--- src/hw/rtl/dclr_pkg.sv ---
// shared types, constants and helpers for the composition and longest-run block
package dclr_pkg;

  localparam int MAX_LENGTH  = 65536;
  localparam int CNT_W       = 17;
  localparam int SYM_W       = 8;
  localparam int SHARE_W     = 14;
  localparam int SHARE_SCALE = 10000;
  localparam int PROD_W      = CNT_W + SHARE_W;
  localparam int NUM_BASES   = 4;
  localparam int BASE_W      = $clog2(NUM_BASES);
  localparam int STEP_W      = $clog2(SHARE_W);

  localparam logic [SYM_W-1:0] SYM_A = 8'h41;
  localparam logic [SYM_W-1:0] SYM_C = 8'h43;
  localparam logic [SYM_W-1:0] SYM_G = 8'h47;
  localparam logic [SYM_W-1:0] SYM_T = 8'h54;

  localparam logic [CNT_W-1:0]   CNT_MAX   = CNT_W'(MAX_LENGTH);
  localparam logic [SHARE_W-1:0] SCALE_VAL = SHARE_W'(SHARE_SCALE);

  // summary of one finished sequence, handed from front to back
  typedef struct packed {
    logic [NUM_BASES-1:0][CNT_W-1:0] counts;
    logic [CNT_W-1:0]                total;
    logic [SYM_W-1:0]                run_symbol;
    logic [CNT_W-1:0]                run_length;
  } dclr_rec_t;

  typedef enum logic [1:0] {
    BK_IDLE,
    BK_MUL,
    BK_DIV,
    BK_DONE
  } dclr_bk_state_t;

  function automatic logic [CNT_W-1:0] sat_inc(input logic [CNT_W-1:0] v);
    logic [CNT_W-1:0] r;
    r = (v < CNT_MAX) ? v + CNT_W'(1) : CNT_MAX;
    return r;
  endfunction

endpackage

--- src/hw/rtl/dclr_front.sv ---
// front part: per-byte counting and run tracking, emits one summary per sequence
module dclr_front (
  input  logic                     clk,
  input  logic                     rst,
  input  logic                     accept,
  input  logic [dclr_pkg::SYM_W-1:0] symbol,
  input  logic                     last,
  output logic                     rec_push,
  output dclr_pkg::dclr_rec_t      rec
);

  logic [dclr_pkg::NUM_BASES-1:0][dclr_pkg::CNT_W-1:0] tally, tally_next;
  logic [dclr_pkg::CNT_W-1:0] length_so_far, length_so_far_next;
  logic [dclr_pkg::SYM_W-1:0] cur_sym, cur_sym_next;
  logic [dclr_pkg::CNT_W-1:0] cur_len, cur_len_next;
  logic [dclr_pkg::SYM_W-1:0] best_sym, best_sym_next;
  logic [dclr_pkg::CNT_W-1:0] best_len, best_len_next;
  logic [dclr_pkg::SYM_W-1:0] fin_sym;
  logic [dclr_pkg::CNT_W-1:0] fin_len;

  always_comb begin
    tally_next = tally;
    case (symbol)
      dclr_pkg::SYM_A: tally_next[0] = dclr_pkg::sat_inc(tally[0]);
      dclr_pkg::SYM_C: tally_next[1] = dclr_pkg::sat_inc(tally[1]);
      dclr_pkg::SYM_G: tally_next[2] = dclr_pkg::sat_inc(tally[2]);
      dclr_pkg::SYM_T: tally_next[3] = dclr_pkg::sat_inc(tally[3]);
      default: tally_next = tally;
    endcase
    length_so_far_next = dclr_pkg::sat_inc(length_so_far);

    best_sym_next = best_sym;
    best_len_next = best_len;
    if (cur_len == '0 || symbol == cur_sym) begin
      cur_sym_next = symbol;
      cur_len_next = dclr_pkg::sat_inc(cur_len);
    end else begin
      // run broken: keep it only if strictly longer, so ties favor the earlier run
      if (cur_len > best_len) begin
        best_sym_next = cur_sym;
        best_len_next = cur_len;
      end
      cur_sym_next = symbol;
      cur_len_next = dclr_pkg::CNT_W'(1);
    end

    if (cur_len_next > best_len_next) begin
      fin_sym = cur_sym_next;
      fin_len = cur_len_next;
    end else begin
      fin_sym = best_sym_next;
      fin_len = best_len_next;
    end
  end

  assign rec_push = accept && last;

  always_comb begin
    rec.counts     = tally_next;
    rec.total      = length_so_far_next;
    rec.run_symbol = fin_sym;
    rec.run_length = fin_len;
  end

  always_ff @(posedge clk) begin
    if (rst || rec_push) begin
      tally         <= '0;
      length_so_far <= '0;
      cur_sym       <= '0;
      cur_len       <= '0;
      best_sym      <= '0;
      best_len      <= '0;
    end else if (accept) begin
      tally         <= tally_next;
      length_so_far <= length_so_far_next;
      cur_sym       <= cur_sym_next;
      cur_len       <= cur_len_next;
      best_sym      <= best_sym_next;
      best_len      <= best_len_next;
    end
  end

endmodule

--- src/hw/rtl/dclr_queue.sv ---
// two-entry queue of sequence summaries between front and back
module dclr_queue (
  input  logic                clk,
  input  logic                rst,
  input  logic                push,
  input  dclr_pkg::dclr_rec_t wr_data,
  input  logic                pop,
  output dclr_pkg::dclr_rec_t rd_data,
  output logic                q_full,
  output logic                q_empty
);

  dclr_pkg::dclr_rec_t entries [2];
  logic       wr_ptr;
  logic       rd_ptr;
  logic [1:0] fill;

  assign q_full  = (fill == 2'd2);
  assign q_empty = (fill == 2'd0);
  assign rd_data = entries[rd_ptr];

  always_ff @(posedge clk) begin
    if (push) begin
      entries[wr_ptr] <= wr_data;
    end
  end

  always_ff @(posedge clk) begin
    if (rst) begin
      wr_ptr <= 1'b0;
      rd_ptr <= 1'b0;
      fill   <= 2'd0;
    end else begin
      if (push) begin
        wr_ptr <= ~wr_ptr;
      end
      if (pop) begin
        rd_ptr <= ~rd_ptr;
      end
      case ({push, pop})
        2'b10:   fill <= fill + 2'd1;
        2'b01:   fill <= fill - 2'd1;
        default: fill <= fill;
      endcase
    end
  end

endmodule

--- src/hw/rtl/dclr_back.sv ---
// back part: four shares by multiply and bit-serial restoring division, result register
module dclr_back (
  input  logic                      clk,
  input  logic                      rst,
  input  logic                      q_empty,
  input  dclr_pkg::dclr_rec_t       q_head,
  output logic                      q_pop,
  input  logic                      pop,
  output logic                      empty,
  output logic [dclr_pkg::CNT_W-1:0]   count_a,
  output logic [dclr_pkg::CNT_W-1:0]   count_c,
  output logic [dclr_pkg::CNT_W-1:0]   count_g,
  output logic [dclr_pkg::CNT_W-1:0]   count_t,
  output logic [dclr_pkg::CNT_W-1:0]   total_length,
  output logic [dclr_pkg::SHARE_W-1:0] share_a,
  output logic [dclr_pkg::SHARE_W-1:0] share_c,
  output logic [dclr_pkg::SHARE_W-1:0] share_g,
  output logic [dclr_pkg::SHARE_W-1:0] share_t,
  output logic [dclr_pkg::SYM_W-1:0]   run_symbol,
  output logic [dclr_pkg::CNT_W-1:0]   run_length
);

  dclr_pkg::dclr_bk_state_t state, state_next;
  dclr_pkg::dclr_rec_t      rec;
  logic [dclr_pkg::BASE_W-1:0]  sel;
  logic [dclr_pkg::STEP_W-1:0]  step;
  logic [dclr_pkg::CNT_W-1:0]   rem;
  logic [dclr_pkg::SHARE_W-1:0] low;
  logic [dclr_pkg::SHARE_W-1:0] quo;
  logic [dclr_pkg::NUM_BASES-1:0][dclr_pkg::SHARE_W-1:0] shares;
  logic out_valid;

  logic [dclr_pkg::PROD_W-1:0]  product;
  logic [dclr_pkg::CNT_W:0]     trial;
  logic                         qbit;
  logic [dclr_pkg::CNT_W-1:0]   rem_next;
  logic                         div_last;
  logic                         base_last;
  logic                         out_take;
  logic                         out_load;

  assign product = dclr_pkg::PROD_W'(rec.counts[sel]) * dclr_pkg::PROD_W'(dclr_pkg::SCALE_VAL);
  assign trial   = {rem, low[dclr_pkg::SHARE_W-1]};
  assign qbit    = (trial >= {1'b0, rec.total});
  assign rem_next = qbit ? dclr_pkg::CNT_W'(trial - {1'b0, rec.total})
                         : dclr_pkg::CNT_W'(trial);
  assign div_last  = (step == dclr_pkg::STEP_W'(dclr_pkg::SHARE_W - 1));
  assign base_last = (sel == dclr_pkg::BASE_W'(dclr_pkg::NUM_BASES - 1));
  assign out_take  = out_valid && pop;

  always_comb begin
    state_next = state;
    case (state)
      dclr_pkg::BK_IDLE: if (!q_empty) state_next = dclr_pkg::BK_MUL;
      dclr_pkg::BK_MUL:  state_next = dclr_pkg::BK_DIV;
      dclr_pkg::BK_DIV: begin
        if (div_last) begin
          state_next = base_last ? dclr_pkg::BK_DONE : dclr_pkg::BK_MUL;
        end
      end
      dclr_pkg::BK_DONE: if (!out_valid || out_take) state_next = dclr_pkg::BK_IDLE;
      default: state_next = dclr_pkg::BK_IDLE;
    endcase
  end

  always_comb begin
    q_pop    = 1'b0;
    out_load = 1'b0;
    case (state)
      dclr_pkg::BK_IDLE: q_pop    = !q_empty;
      dclr_pkg::BK_DONE: out_load = !out_valid || out_take;
      default: begin
        q_pop    = 1'b0;
        out_load = 1'b0;
      end
    endcase
  end

  always_ff @(posedge clk) begin
    if (rst) begin
      state <= dclr_pkg::BK_IDLE;
    end else begin
      state <= state_next;
    end
  end

  // datapath registers
  always_ff @(posedge clk) begin
    case (state)
      dclr_pkg::BK_IDLE: begin
        rec <= q_head;
        sel <= '0;
      end
      dclr_pkg::BK_MUL: begin
        // quotient fits share width, so the upper product bits are below the divisor
        rem  <= product[dclr_pkg::PROD_W-1:dclr_pkg::SHARE_W];
        low  <= product[dclr_pkg::SHARE_W-1:0];
        step <= '0;
      end
      dclr_pkg::BK_DIV: begin
        rem  <= rem_next;
        low  <= {low[dclr_pkg::SHARE_W-2:0], 1'b0};
        quo  <= {quo[dclr_pkg::SHARE_W-2:0], qbit};
        step <= step + dclr_pkg::STEP_W'(1);
        if (div_last) begin
          shares[sel] <= {quo[dclr_pkg::SHARE_W-2:0], qbit};
          sel         <= sel + dclr_pkg::BASE_W'(1);
        end
      end
      default: begin
        rec <= rec;
      end
    endcase
  end

  // result register
  always_ff @(posedge clk) begin
    if (rst) begin
      out_valid <= 1'b0;
    end else if (out_load) begin
      out_valid <= 1'b1;
    end else if (out_take) begin
      out_valid <= 1'b0;
    end
  end

  always_ff @(posedge clk) begin
    if (out_load) begin
      count_a      <= rec.counts[0];
      count_c      <= rec.counts[1];
      count_g      <= rec.counts[2];
      count_t      <= rec.counts[3];
      total_length <= rec.total;
      share_a      <= shares[0];
      share_c      <= shares[1];
      share_g      <= shares[2];
      share_t      <= shares[3];
      run_symbol   <= rec.run_symbol;
      run_length   <= rec.run_length;
    end
  end

  assign empty = !out_valid;

endmodule

--- src/hw/rtl/dna_composition_longest_run.sv ---
// top level: base composition, shares and longest run of a byte sequence
// throughput: one byte per cycle into the counters; push stalls only when the
//   two-entry summary queue is full; the back part takes a new summary only when idle
// back part: loads a summary, then per base a multiply step and a bit-serial division
//   producing 14 quotient bits, then loads the result register
// reset: synchronous rst clears counters, queue, back state and the result valid flag
module dna_composition_longest_run (
  input  logic                         clk,
  input  logic                         rst,
  input  logic                         push,
  output logic                         full,
  input  logic [dclr_pkg::SYM_W-1:0]   symbol,
  input  logic                         last,
  output logic                         empty,
  input  logic                         pop,
  output logic [dclr_pkg::CNT_W-1:0]   count_a,
  output logic [dclr_pkg::CNT_W-1:0]   count_c,
  output logic [dclr_pkg::CNT_W-1:0]   count_g,
  output logic [dclr_pkg::CNT_W-1:0]   count_t,
  output logic [dclr_pkg::CNT_W-1:0]   total_length,
  output logic [dclr_pkg::SHARE_W-1:0] share_a,
  output logic [dclr_pkg::SHARE_W-1:0] share_c,
  output logic [dclr_pkg::SHARE_W-1:0] share_g,
  output logic [dclr_pkg::SHARE_W-1:0] share_t,
  output logic [dclr_pkg::SYM_W-1:0]   run_symbol,
  output logic [dclr_pkg::CNT_W-1:0]   run_length
);

  logic                accept;
  logic                rec_push;
  dclr_pkg::dclr_rec_t rec;
  dclr_pkg::dclr_rec_t q_head;
  logic                q_pop;
  logic                q_full;
  logic                q_empty;

  // an input transfer happens when push is high and the queue has room for a summary
  assign full   = q_full;
  assign accept = push && !q_full;

  dclr_front u_front (
    .clk      (clk),
    .rst      (rst),
    .accept   (accept),
    .symbol   (symbol),
    .last     (last),
    .rec_push (rec_push),
    .rec      (rec)
  );

  dclr_queue u_queue (
    .clk     (clk),
    .rst     (rst),
    .push    (rec_push),
    .wr_data (rec),
    .pop     (q_pop),
    .rd_data (q_head),
    .q_full  (q_full),
    .q_empty (q_empty)
  );

  dclr_back u_back (
    .clk          (clk),
    .rst          (rst),
    .q_empty      (q_empty),
    .q_head       (q_head),
    .q_pop        (q_pop),
    .pop          (pop),
    .empty        (empty),
    .count_a      (count_a),
    .count_c      (count_c),
    .count_g      (count_g),
    .count_t      (count_t),
    .total_length (total_length),
    .share_a      (share_a),
    .share_c      (share_c),
    .share_g      (share_g),
    .share_t      (share_t),
    .run_symbol   (run_symbol),
    .run_length   (run_length)
  );

endmodule
--- config.mk ---
export PLATFORM = sky130hd
export DESIGN_NAME = dna_composition_longest_run
export DESIGN_NICKNAME = d
export VERILOG_FILES = /design/src/hw/rtl/dclr_pkg.sv /design/src/hw/rtl/dclr_front.sv /design/src/hw/rtl/dclr_queue.sv /design/src/hw/rtl/dclr_back.sv /design/src/hw/rtl/dna_composition_longest_run.sv
export SDC_FILE = /design/constraint.sdc
export NUM_CORES = 1
export LEC_CHECK = 0
export ABC_AREA = 0
export BUFFER_PORTS_ARGS = -buffer_cell sky130_fd_sc_hd__buf_2
export CAP_MARGIN = 20
export CORE_ASPECT_RATIO = 0.75
export CORE_MARGIN = 2
export CORE_UTILIZATION = 41
export DETAILED_ROUTE_END_ITERATION = 7
export GPL_ROUTABILITY_DRIVEN = 0
export PLACE_DENSITY_LB_ADDON = 0.05
export SYNTH_ARGS = -nofsm -noshare
export SYNTH_HDL_FRONTEND = slang
export SYNTH_SLANG_ARGS = --single-unit
export TNS_END_PERCENT = 30
--- constraint.sdc ---
create_clock -name clk -period 10.6 [get_ports clk]
set_input_delay 2.12 -clock clk [delete_from_list [all_inputs] [get_ports clk]]
set_output_delay 2.12 -clock clk [all_outputs]
set_load 0.005 [all_outputs]
### After elaboration in Yosys (flattened, before gate mapping)

Memories as Yosys holds them, arrays and structs flattened. A register that Yosys moved wholly into a read port is not among the register bits.
Index checks and enable logic that the tools add are counted.

* order comparisons: 11
* bitwise logic cells: 2
* reduce and logical (&&, ||, !) cells: 20
* multiply operators: 1
* muxes and demuxes: 40
* add/subtract/negate cells: 11
* equality and inequality tests: 16

Operators with widths (count)
* 2-to-1 mux 17 bit: 16
* adder 17 x 1 -> 17 bit, second input constant: 6
* less-than comparator 17 bit, second input constant: 6
* bitwise mux 56 bit: 1
* binary-select mux 17 bit (select 2 bit): 1
* > comparator 17 bit: 2
* one-hot mux 17 bit (2 select lines): 1
* == test 8 x 7 -> 1 bit, second input constant: 4
* demux 14 bit (select 2 bit): 1
* one-hot mux 14 bit (2 select lines): 1
* multiplier 17 x 10 -> 27 bit, second input constant: 1
* 2-to-1 mux 8 bit: 3
* greater-or-equal comparator 18 x 17 -> 1 bit: 1
* zero test 17 bit: 1
* subtractor 17 bit: 1
* 2-to-1 mux 14 bit: 1
* == test 2 bit, second input constant: 5
* 2-to-1 mux 2 bit: 5
* == test 8 bit: 1
* one-hot mux 2 bit (2 select lines): 2
* one-hot mux 2 bit (4 select lines): 1
* one-hot mux 4 bit (2 select lines): 1
* nonzero test 2 bit: 4
* 2-to-1 mux 1 bit: 6
* 16 further kinds: 29

* output and inout bits: 168
* bits in registers: 414
* logic and storage cells: 136
* memory bits (writable): 220
* memories kept: 1
* bits of input ports: 13

Memories
* u_queue.entries: words 2, bits a word 110, rd ports 1, clocked after Yosys merged registers in 1, wr ports 1, line dclr_queue.sv:13 `dclr_pkg::dclr_rec_t entries [2];`

### Depth between registers and ports, before layout

Gate-level depths: netlist (run 1).

* depth in word-level cells: 6
* mapped depth: 22
* depth with buffers taken out: 20

### Modules after synthesis

From an unflattened synthesis (run 1), not the netlist that was laid out.

* cell total of the unflattened synthesis: 2719
* area, all modules: 34511.8 um^2

By module, submodules not included
* dclr_back: cells an instance 1017, area an instance 16624.7 um^2, sequential area each 11410.9 um^2, times used 1
* dclr_front: cells an instance 1337, area an instance 9738.1 um^2, sequential area each 2702.6 um^2, times used 1
* dclr_queue: cells an instance 364, area an instance 8135.3 um^2, sequential area each 6706.4 um^2, times used 1
* dna_composition_longest_run: cells an instance 1, area an instance 13.8 um^2, sequential area each 0.0 um^2, times used 1

### Worst setup path after synthesis (run 1)

No wires, ideal clock.

* path type: input to register
* from: input pop
* to: register u_back.count_a[0] in the netlist's numbering (enable)
* data required time: 9887 ps
* slack: 399 ps
* path buffers: 0
* cell stages on the path: 2
* setup time: 713 ps
* data arrival time: 9488 ps
* cells stage by stage: nor2_1 -> nor2b_1

* word-level cells in the longest chain between the ends: 3

Ends and longest elaborated chain
* from (decl): line dna_composition_longest_run.sv:15 `input logic pop,`
* logical AND 1 bit: line dclr_back.sv:49 `assign out_take = out_valid && pop;`
* logical OR 1 bit: line dclr_back.sv:71 `dclr_pkg::BK_DONE: out_load = !out_valid || out_take;`
* 2-to-1 mux 1 bit: line dclr_back.sv:69 `case (state)`
* net u_back.out_load: line dclr_back.sv:40 `logic out_load;`
* to (signal assigned): line dclr_back.sv:129 `count_a <= rec.counts[0];`
* to (decl): line dclr_back.sv:10 `output logic [dclr_pkg::CNT_W-1:0] count_a,`

The timed path passes the listed nets, and every way through them passes these cells.
A chain may end at the register's enable or synchronous reset.

### Final worst setup path (run 1)

* from: register u_back.sel[0] in the netlist's numbering
* to: register u_back.rem[6] in the netlist's numbering (data pin)

* word-level cells in the longest chain between the ends: 4

Ends and longest elaborated chain
* from (decl): line dclr_back.sv:25 `logic [dclr_pkg::BASE_W-1:0] sel;`
* from (signal assigned): line dclr_back.sv:107 `sel <= sel + dclr_pkg::BASE_W'(1);`
* binary-select mux 17 bit (select 2 bit): line dclr_back.sv:42 `assign product = dclr_pkg::PROD_W'(rec.counts[sel]) * dclr_pkg::PROD_W'(dclr_pkg::SCALE_VAL);`
* 2-to-1 mux 17 bit (not written as such): line dclr_back.sv:42
* multiplier 17 x 10 -> 27 bit: line dclr_back.sv:42
* one-hot mux 17 bit (2 select lines): line dclr_back.sv:89 `case (state)`
* to (signal assigned): line dclr_back.sv:96 `rem <= product[dclr_pkg::PROD_W-1:dclr_pkg::SHARE_W];`
* to (signal assigned): line dclr_back.sv:101 `rem <= rem_next;`
* to (decl): line dclr_back.sv:27 `logic [dclr_pkg::CNT_W-1:0] rem;`

No other way between the ends. The select of a mux whose other input is x is not followed.

==> summary.md, run 1 <==
| Metric | Value |
|---|---|
| Most frequent cell on the critical path | `inv_1` |
| Layout cell share with drive strength beyond 1 | `0.166` |
| Max-cap viol count | `0` |
| Post-synth EDFFs | `598` |
| Rows | `90` |
| DRT Pass-1 Iters | `5` |
| Synth Net Count | `2,788` |
| First-pass GRT wire length | `~120 mm` |
| Type of the worst setup path | `reg -> reg` |
| Tightest Pin Transition | `1090 ps` |
| Hold crit path type | `reg -> reg` |
| Clk Latency, worst-skew pair | `640 ps` |
| Routed WL | `a little under 80 mm` |
| Endpoints failing hold | `0` |
| Clock sink count | `between 700 and 800` |
| R2r startpoint | `u_back.sel[0]` |
| R2R Path End | `u_back.rem[6]` |
| Top FF cell, synth | `edfxtp_1` |
| Final core occ | `0.469` |
| Final period utilization | `0.573` |
| Postcts setup bufs | `0` |
| Area leader, netlist | `edfxtp_1` |
| Remaining global-route overflow | `0` |
| RSZ-0062 raised after global routing | `no` |
| Initial antenna violation count | `3` |
| CTS tree | `yes` |
| Root buffer cell | `clkbuf_16` |
| Worst setup path start | `u_back.sel[0]` |
| Slew Viols, Final | `0` |
| IO Port Bufs | `180` |
| Floorplan core area | `about 80,000 um^2` |
| Wire per inst | `20.4 um` |
| Critical path startpoint category | `flop` |
| Num ports | `181` |
| Chip width | `between 300 and 400 um` |
| Synth Register Bits | `740` |
| Critical Path RT | `10,960 ps` |
| Initial core utilization | `0.413` |
| Post-synthesis sequential area ratio | `0.627` |
| Post-synth cell types | `76` |
| Synthesized area | `approximately 33,000 um^2` |
| TritonCTS buffer count | `75` |
| Critical path arrival | `6430 ps` |
| Crit path largest cell delay | `approximately 700 ps` |
| Largest cells by area after synthesis | `edfxtp_1 54%, dfxtp_1 8.6%, ha_1 5.3%` |
| Slew margin rel. | `0.273` |
| Setup TNS | `0 ps` |
| Initial DRC Count | `approximately 1,400` |
| Htree depth | `3` |
| Avg Cell Area, Syn | `12.8 um^2` |
| Chip height | `250 um` |
| Via-per-instance ratio | `5.20` |
| Post-CTS Hold Fix Bufs | `0` |
| All-Layer GR Usage | `0.190` |
| Async set or reset register ratio after synthesis | `0` |
| Synth top cells by count | `598 x edfxtp_1, 227 x nand2_1, 176 x nor2_1` |
| Reg2Reg Setup Slack | `4530 ps` |
| Die area | `around 83,000 um^2` |
| Synthesis Warnings | `0` |
| Largest net degree at the start of global routing | `69` |
| Worst-path clk slew | `60 ps` |
| DR vias | `around 20,000` |
| Vias in the first global route | `~20,000` |
| Final net count | `2,963` |
| CP Capture Type | `flop` |
| Worst reg-to-reg path cell count | `20` |
| Top cell type's share of synthesized area | `0.541` |
| Most frequent cell after synthesis | `edfxtp_1` |
| Max frequency | `165 MHz` |
| Status | `finished clean` |
| Crit path to | `u_back.rem[6]` |
| CP max-delay cell | `mux4_2` |
| Clock Skews | `25.2 ps` |
| ANT cells | `0` |
| Post_cts resized | `0` |
| Final worst path period need | `6070 ps` |
| Maximum buffer depth of the clock tree | `3` |
| DP HPWL | `53.7 mm` |
| Critical-path cell list | `buf_4, mux4_2, inv_1, fa_1, inv_1, ha_1, inv_1, fa_1, inv_1, ha_1, inv_1, fa_1, inv_1, ha_1, a2111oi_0, o32a_1, a21boi_0, or3_1, a21oi_1, a31oi_1` |
| DRC errors left | `0` |
| Final setup fails | `0` |
| Cell count after synthesis | `2,595` |
| Crit path max fanout | `21` |
| Area growth, synth to finish | `13.5%` |
| Final ANT Viol Nets | `0` |
## worst min path at each step
stage                     slack (ps)              start                    to  cells after the start
after floorplan                  400      u_back.rec[0]  u_back.run_length[0]                      0
after global placement           400     u_back.rec[23]  u_back.run_symbol[6]                      0
after detailed placement         400      u_back.rec[5]  u_back.run_length[5]                      0
after CTS                        410  u_back.shares[17]     u_back.share_c[3]                      0
after global routing             420  u_back.shares[34]     u_back.share_g[6]                      0
final                            410  u_back.shares[16]     u_back.share_c[2]                      0
## critical path, delay by kind of cell (launching register included)
family / cells / cell delay, ps
buffers and inverters: 7 / 860
muxes: 1 / 700
AOI/OAI and AO/OA: 5 / 1450
and+or+nand+nor: 1 / 320
DFF: 1 / 330
adders and majority gates: 6 / 2100
## per-layer routing
metal  vias up  global-route usage  routed length (um)
met5         -                   0                   0
met4         0              0.0494                1510
met3        96              0.0293                2720
met2       330               0.302               36800
met1     10000               0.273               38300
li1       9799                   -                   -
## state kept, by name, summed over array words and instances, names as in the netlist, 8 cells and up
signal,cells
u_back.share_g,14
u_front.cur_len,17
u_back.run_symbol,8
u_queue.entries,220
u_back.count_c,17
u_back.count_a,17
u_back.run_length,17
u_front.tally,68
u_back.total_length,17
u_back.count_t,17
u_back.rec,110
u_back.share_c,14
u_back.shares,56
u_back.quo,13
u_front.cur_sym,8
u_back.count_g,17
u_back.rem,17
u_back.share_t,14
u_back.share_a,14
u_front.best_len,17
u_back.low,10
u_front.best_sym,8
u_front.length_so_far,17
## cells in the final DEF, fill, tap and decap left out, types with 26 or more instances in the layout
cell       count
edfxtp_1     598
nand2_1      226
buf_2        180
inv_1        175
nor2_1       175
a21oi_1      171
dfxtp_1      141
ha_1         139
o21ai_0      120
mux2_2       119
nand3_1       83
clkbuf_16     76
xnor2_1       53
xor2_1        48
nor3_1        39
fa_1          39
or3_1         36
and3_1        29
mux2i_1       28
nand4_1       26
## cell families after synthesis
| group | synth area share |
|---|---|
| flip-flops | 0.627 |
| AND/OR/NAND/NOR | 0.101 |
| AO/OA/AOI/OAI | 0.0754 |
| buffers and inverters | 0.0327 |
| adder cells (fa/ha/maj) | 0.0767 |
| multiplexers | 0.0604 |
| XOR/XNOR | 0.0267 |
## through the flow
stage	setup WS (ps)	hold WS, ps	area [um^2]	std cells
2_1_floorplan	399	400	33200	2595
3_3_place_gp	4130	402	35200	3748
3_5_place_dp	4050	405	35200	3748
4_1_cts	4480	412	37600	3885
5_1_grt	4070	422	37700	3888
6_report	4530	414	37700	3888
## cell type report
cell class	count	area, um^2
clock inverters	40	412
repair buffers	205	1110
multi-input cells	1571	11400
fillers	7187	42600
clock buffers	97	1990
well taps	1058	1320
flip-flops and latches	740	20800
inverters	177	664
Power of run 1 is left out: the tool's default activity adds up to more than one toggle a clock period on the data nets, which glitch-free logic cannot reach.
==> run 2, diff against run 1 <==
--- a/config.mk
+++ b/config.mk
@@ -5,7 +5,7 @@
 export SDC_FILE = /design/constraint.sdc
 export NUM_CORES = 1
 export LEC_CHECK = 0
-export ABC_AREA = 0
+export ABC_AREA = 1
 export BUFFER_PORTS_ARGS = -buffer_cell sky130_fd_sc_hd__buf_2
 export CAP_MARGIN = 20
 export CORE_ASPECT_RATIO = 0.75
==> constraint.sdc (replaced) <==
create_clock -name clk -period 5.6 [get_ports clk]
set_input_delay 1.12 -clock clk [delete_from_list [all_inputs] [get_ports clk]]
set_output_delay 1.12 -clock clk [all_outputs]
set_load 0.005 [all_outputs]
==> run 2 against run 1 <==
Against the previous run:
- via count increased by 26%
- final cell count is 28% higher
- global-route usage is 2.0 points higher
- cell area is 6.1% higher
- largest cell class unchanged
==> summary.md, run 2 <==
| Metric | Value |
|---|---|
| Critical path startpoint category | `flop (unchanged)` |
| Remaining global-route overflow | `0 (unchanged)` |
| Final setup fails | `0 (unchanged)` |
| Critical Path RT | `6010 ps (was 10,960 ps)` |
| Initial DRC Count | `2,520 (was 1,388)` |
| Regs by FF count | `u_queue.entries (220), u_back.rec (110), u_front.tally (68) (unchanged)` |
| Max-cap viol count | `0 (unchanged)` |
| Commonest non-fill, non-tap cells in the layout | `965 x nand2_1, 598 x edfxtp_1, 475 x inv_1 (was 598 x edfxtp_1, 226 x nand2_1, 180 x buf_2)` |
| IO Port Bufs | `180 (unchanged)` |
| Status | `finished clean (unchanged)` |
| Vias in the first global route | `24,100 (was 20,300)` |
| Final ANT Viol Nets | `0 (unchanged)` |
| Crit path max fanout | `18 (was 21)` |
| DP HPWL | `64.7 mm (was 53.7 mm)` |
| Slew margin rel. | `0.261 (was 0.273)` |
| Max frequency | `191 MHz (was 165 MHz)` |
| Hold crit path type | `reg -> reg (unchanged)` |
| Most common cell after layout, fill and taps aside | `nand2_1 (was edfxtp_1)` |
| Synth Net Count | `3,781 (was 2,788)` |
| RSZ-0062 raised after global routing | `no (unchanged)` |
| Rows | `92 (was 90)` |
| Placed instance count | `4,825 (was 3,748)` |
| Synth Register Bits | `740 (unchanged)` |
| Clock Skews | `29.3 ps (was 25.2 ps)` |
| CP Capture Type | `flop (unchanged)` |
| Critical-path cell list | `clkinv_1, buf_6, nand2_1, a32oi_1, buf_4, inv_1, fa_1, inv_1, ha_1, inv_1, fa_1, inv_1, ha_1, ha_1, ha_1, nand2_1, o21ai_0, a21boi_0, nand3_1, nand2_1, nand3_1, nand2_1 (was buf_4, mux4_2, inv_1, fa_1, inv_1, ha_1, inv_1, fa_1, inv_1, ha_1, inv_1, fa_1, inv_1, ha_1, a2111oi_0, o32a_1, a21boi_0, or3_1, a21oi_1, a31oi_1)` |
| Layout cell share with drive strength beyond 1 | `0.109 (was 0.166)` |
| Crit path largest cell delay | `540 ps (was 700 ps)` |
| Critical path's top delay family | `adder cells (unchanged)` |
| Post-synthesis sequential area ratio | `0.594 (was 0.627)` |
| Area leader, netlist | `edfxtp_1 (unchanged)` |
| Largest net degree at the start of global routing | `109 (was 69)` |
| Post-synth cell types | `43 (was 76)` |
| Critical path arrival | `5630 ps (was 6430 ps)` |
| Die area | `87,800 um^2 (was 83,200 um^2)` |
| Post-synth EDFFs | `598 (unchanged)` |
| Maximum buffer depth of the clock tree | `3 (unchanged)` |
| Fin cells | `4,967 (was 3,888)` |
| Avg Cell Area, Syn | `9.76 um^2 (was 12.8 um^2)` |
| Synthesized area | `35,000 um^2 (was 33,200 um^2)` |
| Final worst path period need | `5220 ps (was 6070 ps)` |
| Top cell type's share of synthesized area | `0.513 (was 0.541)` |
| CTS tree | `yes (unchanged)` |
| Setup TNS | `0 ps (unchanged)` |
| Most flop-heavy register | `u_queue.entries (unchanged)` |
| Type of the worst setup path | `reg -> reg (unchanged)` |
| Final period utilization | `0.933 (was 0.573)` |
| Most frequent cell after synthesis | `nand2_1 (was edfxtp_1)` |
| CP Buf/Inv Count | `7 (unchanged)` |
| Area growth, synth to finish | `14.0% (was 13.5%)` |
| FILL cells | `7,853 (was 7,187)` |
| Largest cells by area after synthesis | `edfxtp_1 51%, nand2_1 10%, dfxtp_1 8.1% (was edfxtp_1 54%, dfxtp_1 8.6%, ha_1 5.3%)` |
| Wire per inst | `18.6 um (was 20.4 um)` |
| Endpoints failing hold | `0 (unchanged)` |
| Chip height | `257 um (was 250 um)` |
| Floorplan core area | `84,400 um^2 (was 80,300 um^2)` |
| Final net count | `3,970 (was 2,963)` |
| Root buffer cell | `clkbuf_16 (unchanged)` |
| Final core occ | `0.473 (was 0.469)` |
| DRT Pass-1 Iters | `6 (was 5)` |
| Reg2Reg Setup Slack | `380 ps (was 4530 ps)` |
| Initial core utilization | `0.415 (was 0.413)` |
| DRC errors left | `0 (unchanged)` |
| Num ports | `181 (unchanged)` |
| Chip width | `342 um (was 332 um)` |
| Via-per-instance ratio | `5.14 (was 5.20)` |
| Post-CTS Hold Fix Bufs | `0 (unchanged)` |
| Initial antenna violation count | `6 (was 3)` |
| CP max-delay cell | `fa_1 (was mux4_2)` |
| Synth top cells by count | `965 x nand2_1, 598 x edfxtp_1, 477 x inv_1 (was 598 x edfxtp_1, 227 x nand2_1, 176 x nor2_1)` |
| Async set or reset register ratio after synthesis | `0 (unchanged)` |
| Cell count after synthesis | `3,588 (was 2,595)` |
| Worst-path clk slew | `70 ps (was 60 ps)` |
| Slew Viols, Final | `0 (unchanged)` |
| TritonCTS buffer count | `78 (was 75)` |
| Htree depth | `3 (unchanged)` |
| Clk Latency, worst-skew pair | `650 ps (was 640 ps)` |
| Tightest Pin Transition | `1110 ps (was 1090 ps)` |
| ANT cells | `0 (unchanged)` |
| Routed WL | `92.4 mm (was 79.3 mm)` |
| Synthesis Warnings | `0 (unchanged)` |
| Max reg flops | `220 (unchanged)` |
| Top FF cell, synth | `edfxtp_1 (unchanged)` |
| All-Layer GR Usage | `0.210 (was 0.190)` |
| DR vias | `25,500 (was 20,200)` |
| Clock sink count | `740 (unchanged)` |
| First-pass GRT wire length | `143 mm (was 122 mm)` |
==> run 2: cell types whose count changed in the layout (fill, tap and decap cells not counted), moves of 28 or more <==
cell	previous run	this run
mux2i_1	28	0
mux2_2	119	0
nand4_1	26	102
inv_1	175	475
nand3_1	83	211
a21oi_1	171	204
nand2_1	226	965
xor2_1	48	18
xnor2_1	53	6
o21ai_1	2	56
and3_1	29	0
or3_1	36	0
==> run 2: worst register-to-register path, stage by stage, from the launching register on <==
cell and delay [ps]:
edfxtp_1 410, clkinv_1 150, buf_6 190, nand2_1 70, a32oi_1 290, buf_4 200, inv_1 120, fa_1 550
inv_1 40, ha_1 280, inv_1 60, fa_1 530, inv_1 40, ha_1 290, ha_1 300, ha_1 350
nand2_1 140, o21ai_0 430, a21boi_0 240, nand3_1 140, nand2_1 50, nand3_1 70, nand2_1 70
==> run 2: kinds of logic (layout without fill, tap and decap cells) <==
kind of cell | count (synthesis) | after routing | share of synthesized area
AO/OA/AOI/OAI | 445 | 445 | 0.0679
AND/OR/NAND/NOR | 1572 | 1572 | 0.191
flip-flops | 740 | 740 | 0.594
XOR/XNOR | 24 | 24 | 0.00600
buffers and inverters | 627 | 878 | 0.0689
adder cells (fa/ha/maj) | 180 | 180 | 0.0726
==> run 2: path summary, 6_finish.rpt <==
check,cells past startpoint,end,start
worst max-delay path,22,u_back.rem[14],u_back.sel[0]
worst max register to register,22,u_back.rem[14],u_back.sel[0]
worst min register to register,0,u_back.share_t[7],u_back.shares[49]
worst min-delay path,0,u_back.share_t[7],u_back.shares[49]
==> run 2: area by class of cell <==
class | count | area, um^2 | share of cell area
Inverter | 503 | 1890 | 0.0473
Timing Repair Buffer | 233 | 1360 | 0.0340
Clock inverter | 52 | 549 | 0.0137
Sequential cell | 740 | 20800 | 0.521
Clock buffer | 90 | 2050 | 0.0513
Multi-Input combinational cell | 2221 | 11900 | 0.298
Tap cell | 1128 | 1410 | 0.0353
==> run 2: metal layers <==
metal  vias to the layer above  wire length [um]  track usage
li1                      12400                 -            -
met1                     12300             45000        0.315
met2                       721             40400        0.319
met3                       117              5170       0.0341
met4                         0              1850       0.0488
met5                         -                 0            0
==> run 2: timing repair <==
item | CTS | global route
endpoints found under the setup margin | 0 | 7
buffers inserted | 0 | 0
gates resized for setup | 0 | 6
==> run 2: stage by stage <==
step	setup slack (ps)	area (um^2)	hold WS, ps
6_report	377	39900	412
5_1_grt	7.95	39900	422
3_3_place_gp	341	37300	402
4_1_cts	340	39900	410
2_1_floorplan	-926	35000	400
3_5_place_dp	346	37300	405
Power of run 2 is left out for the same reason.
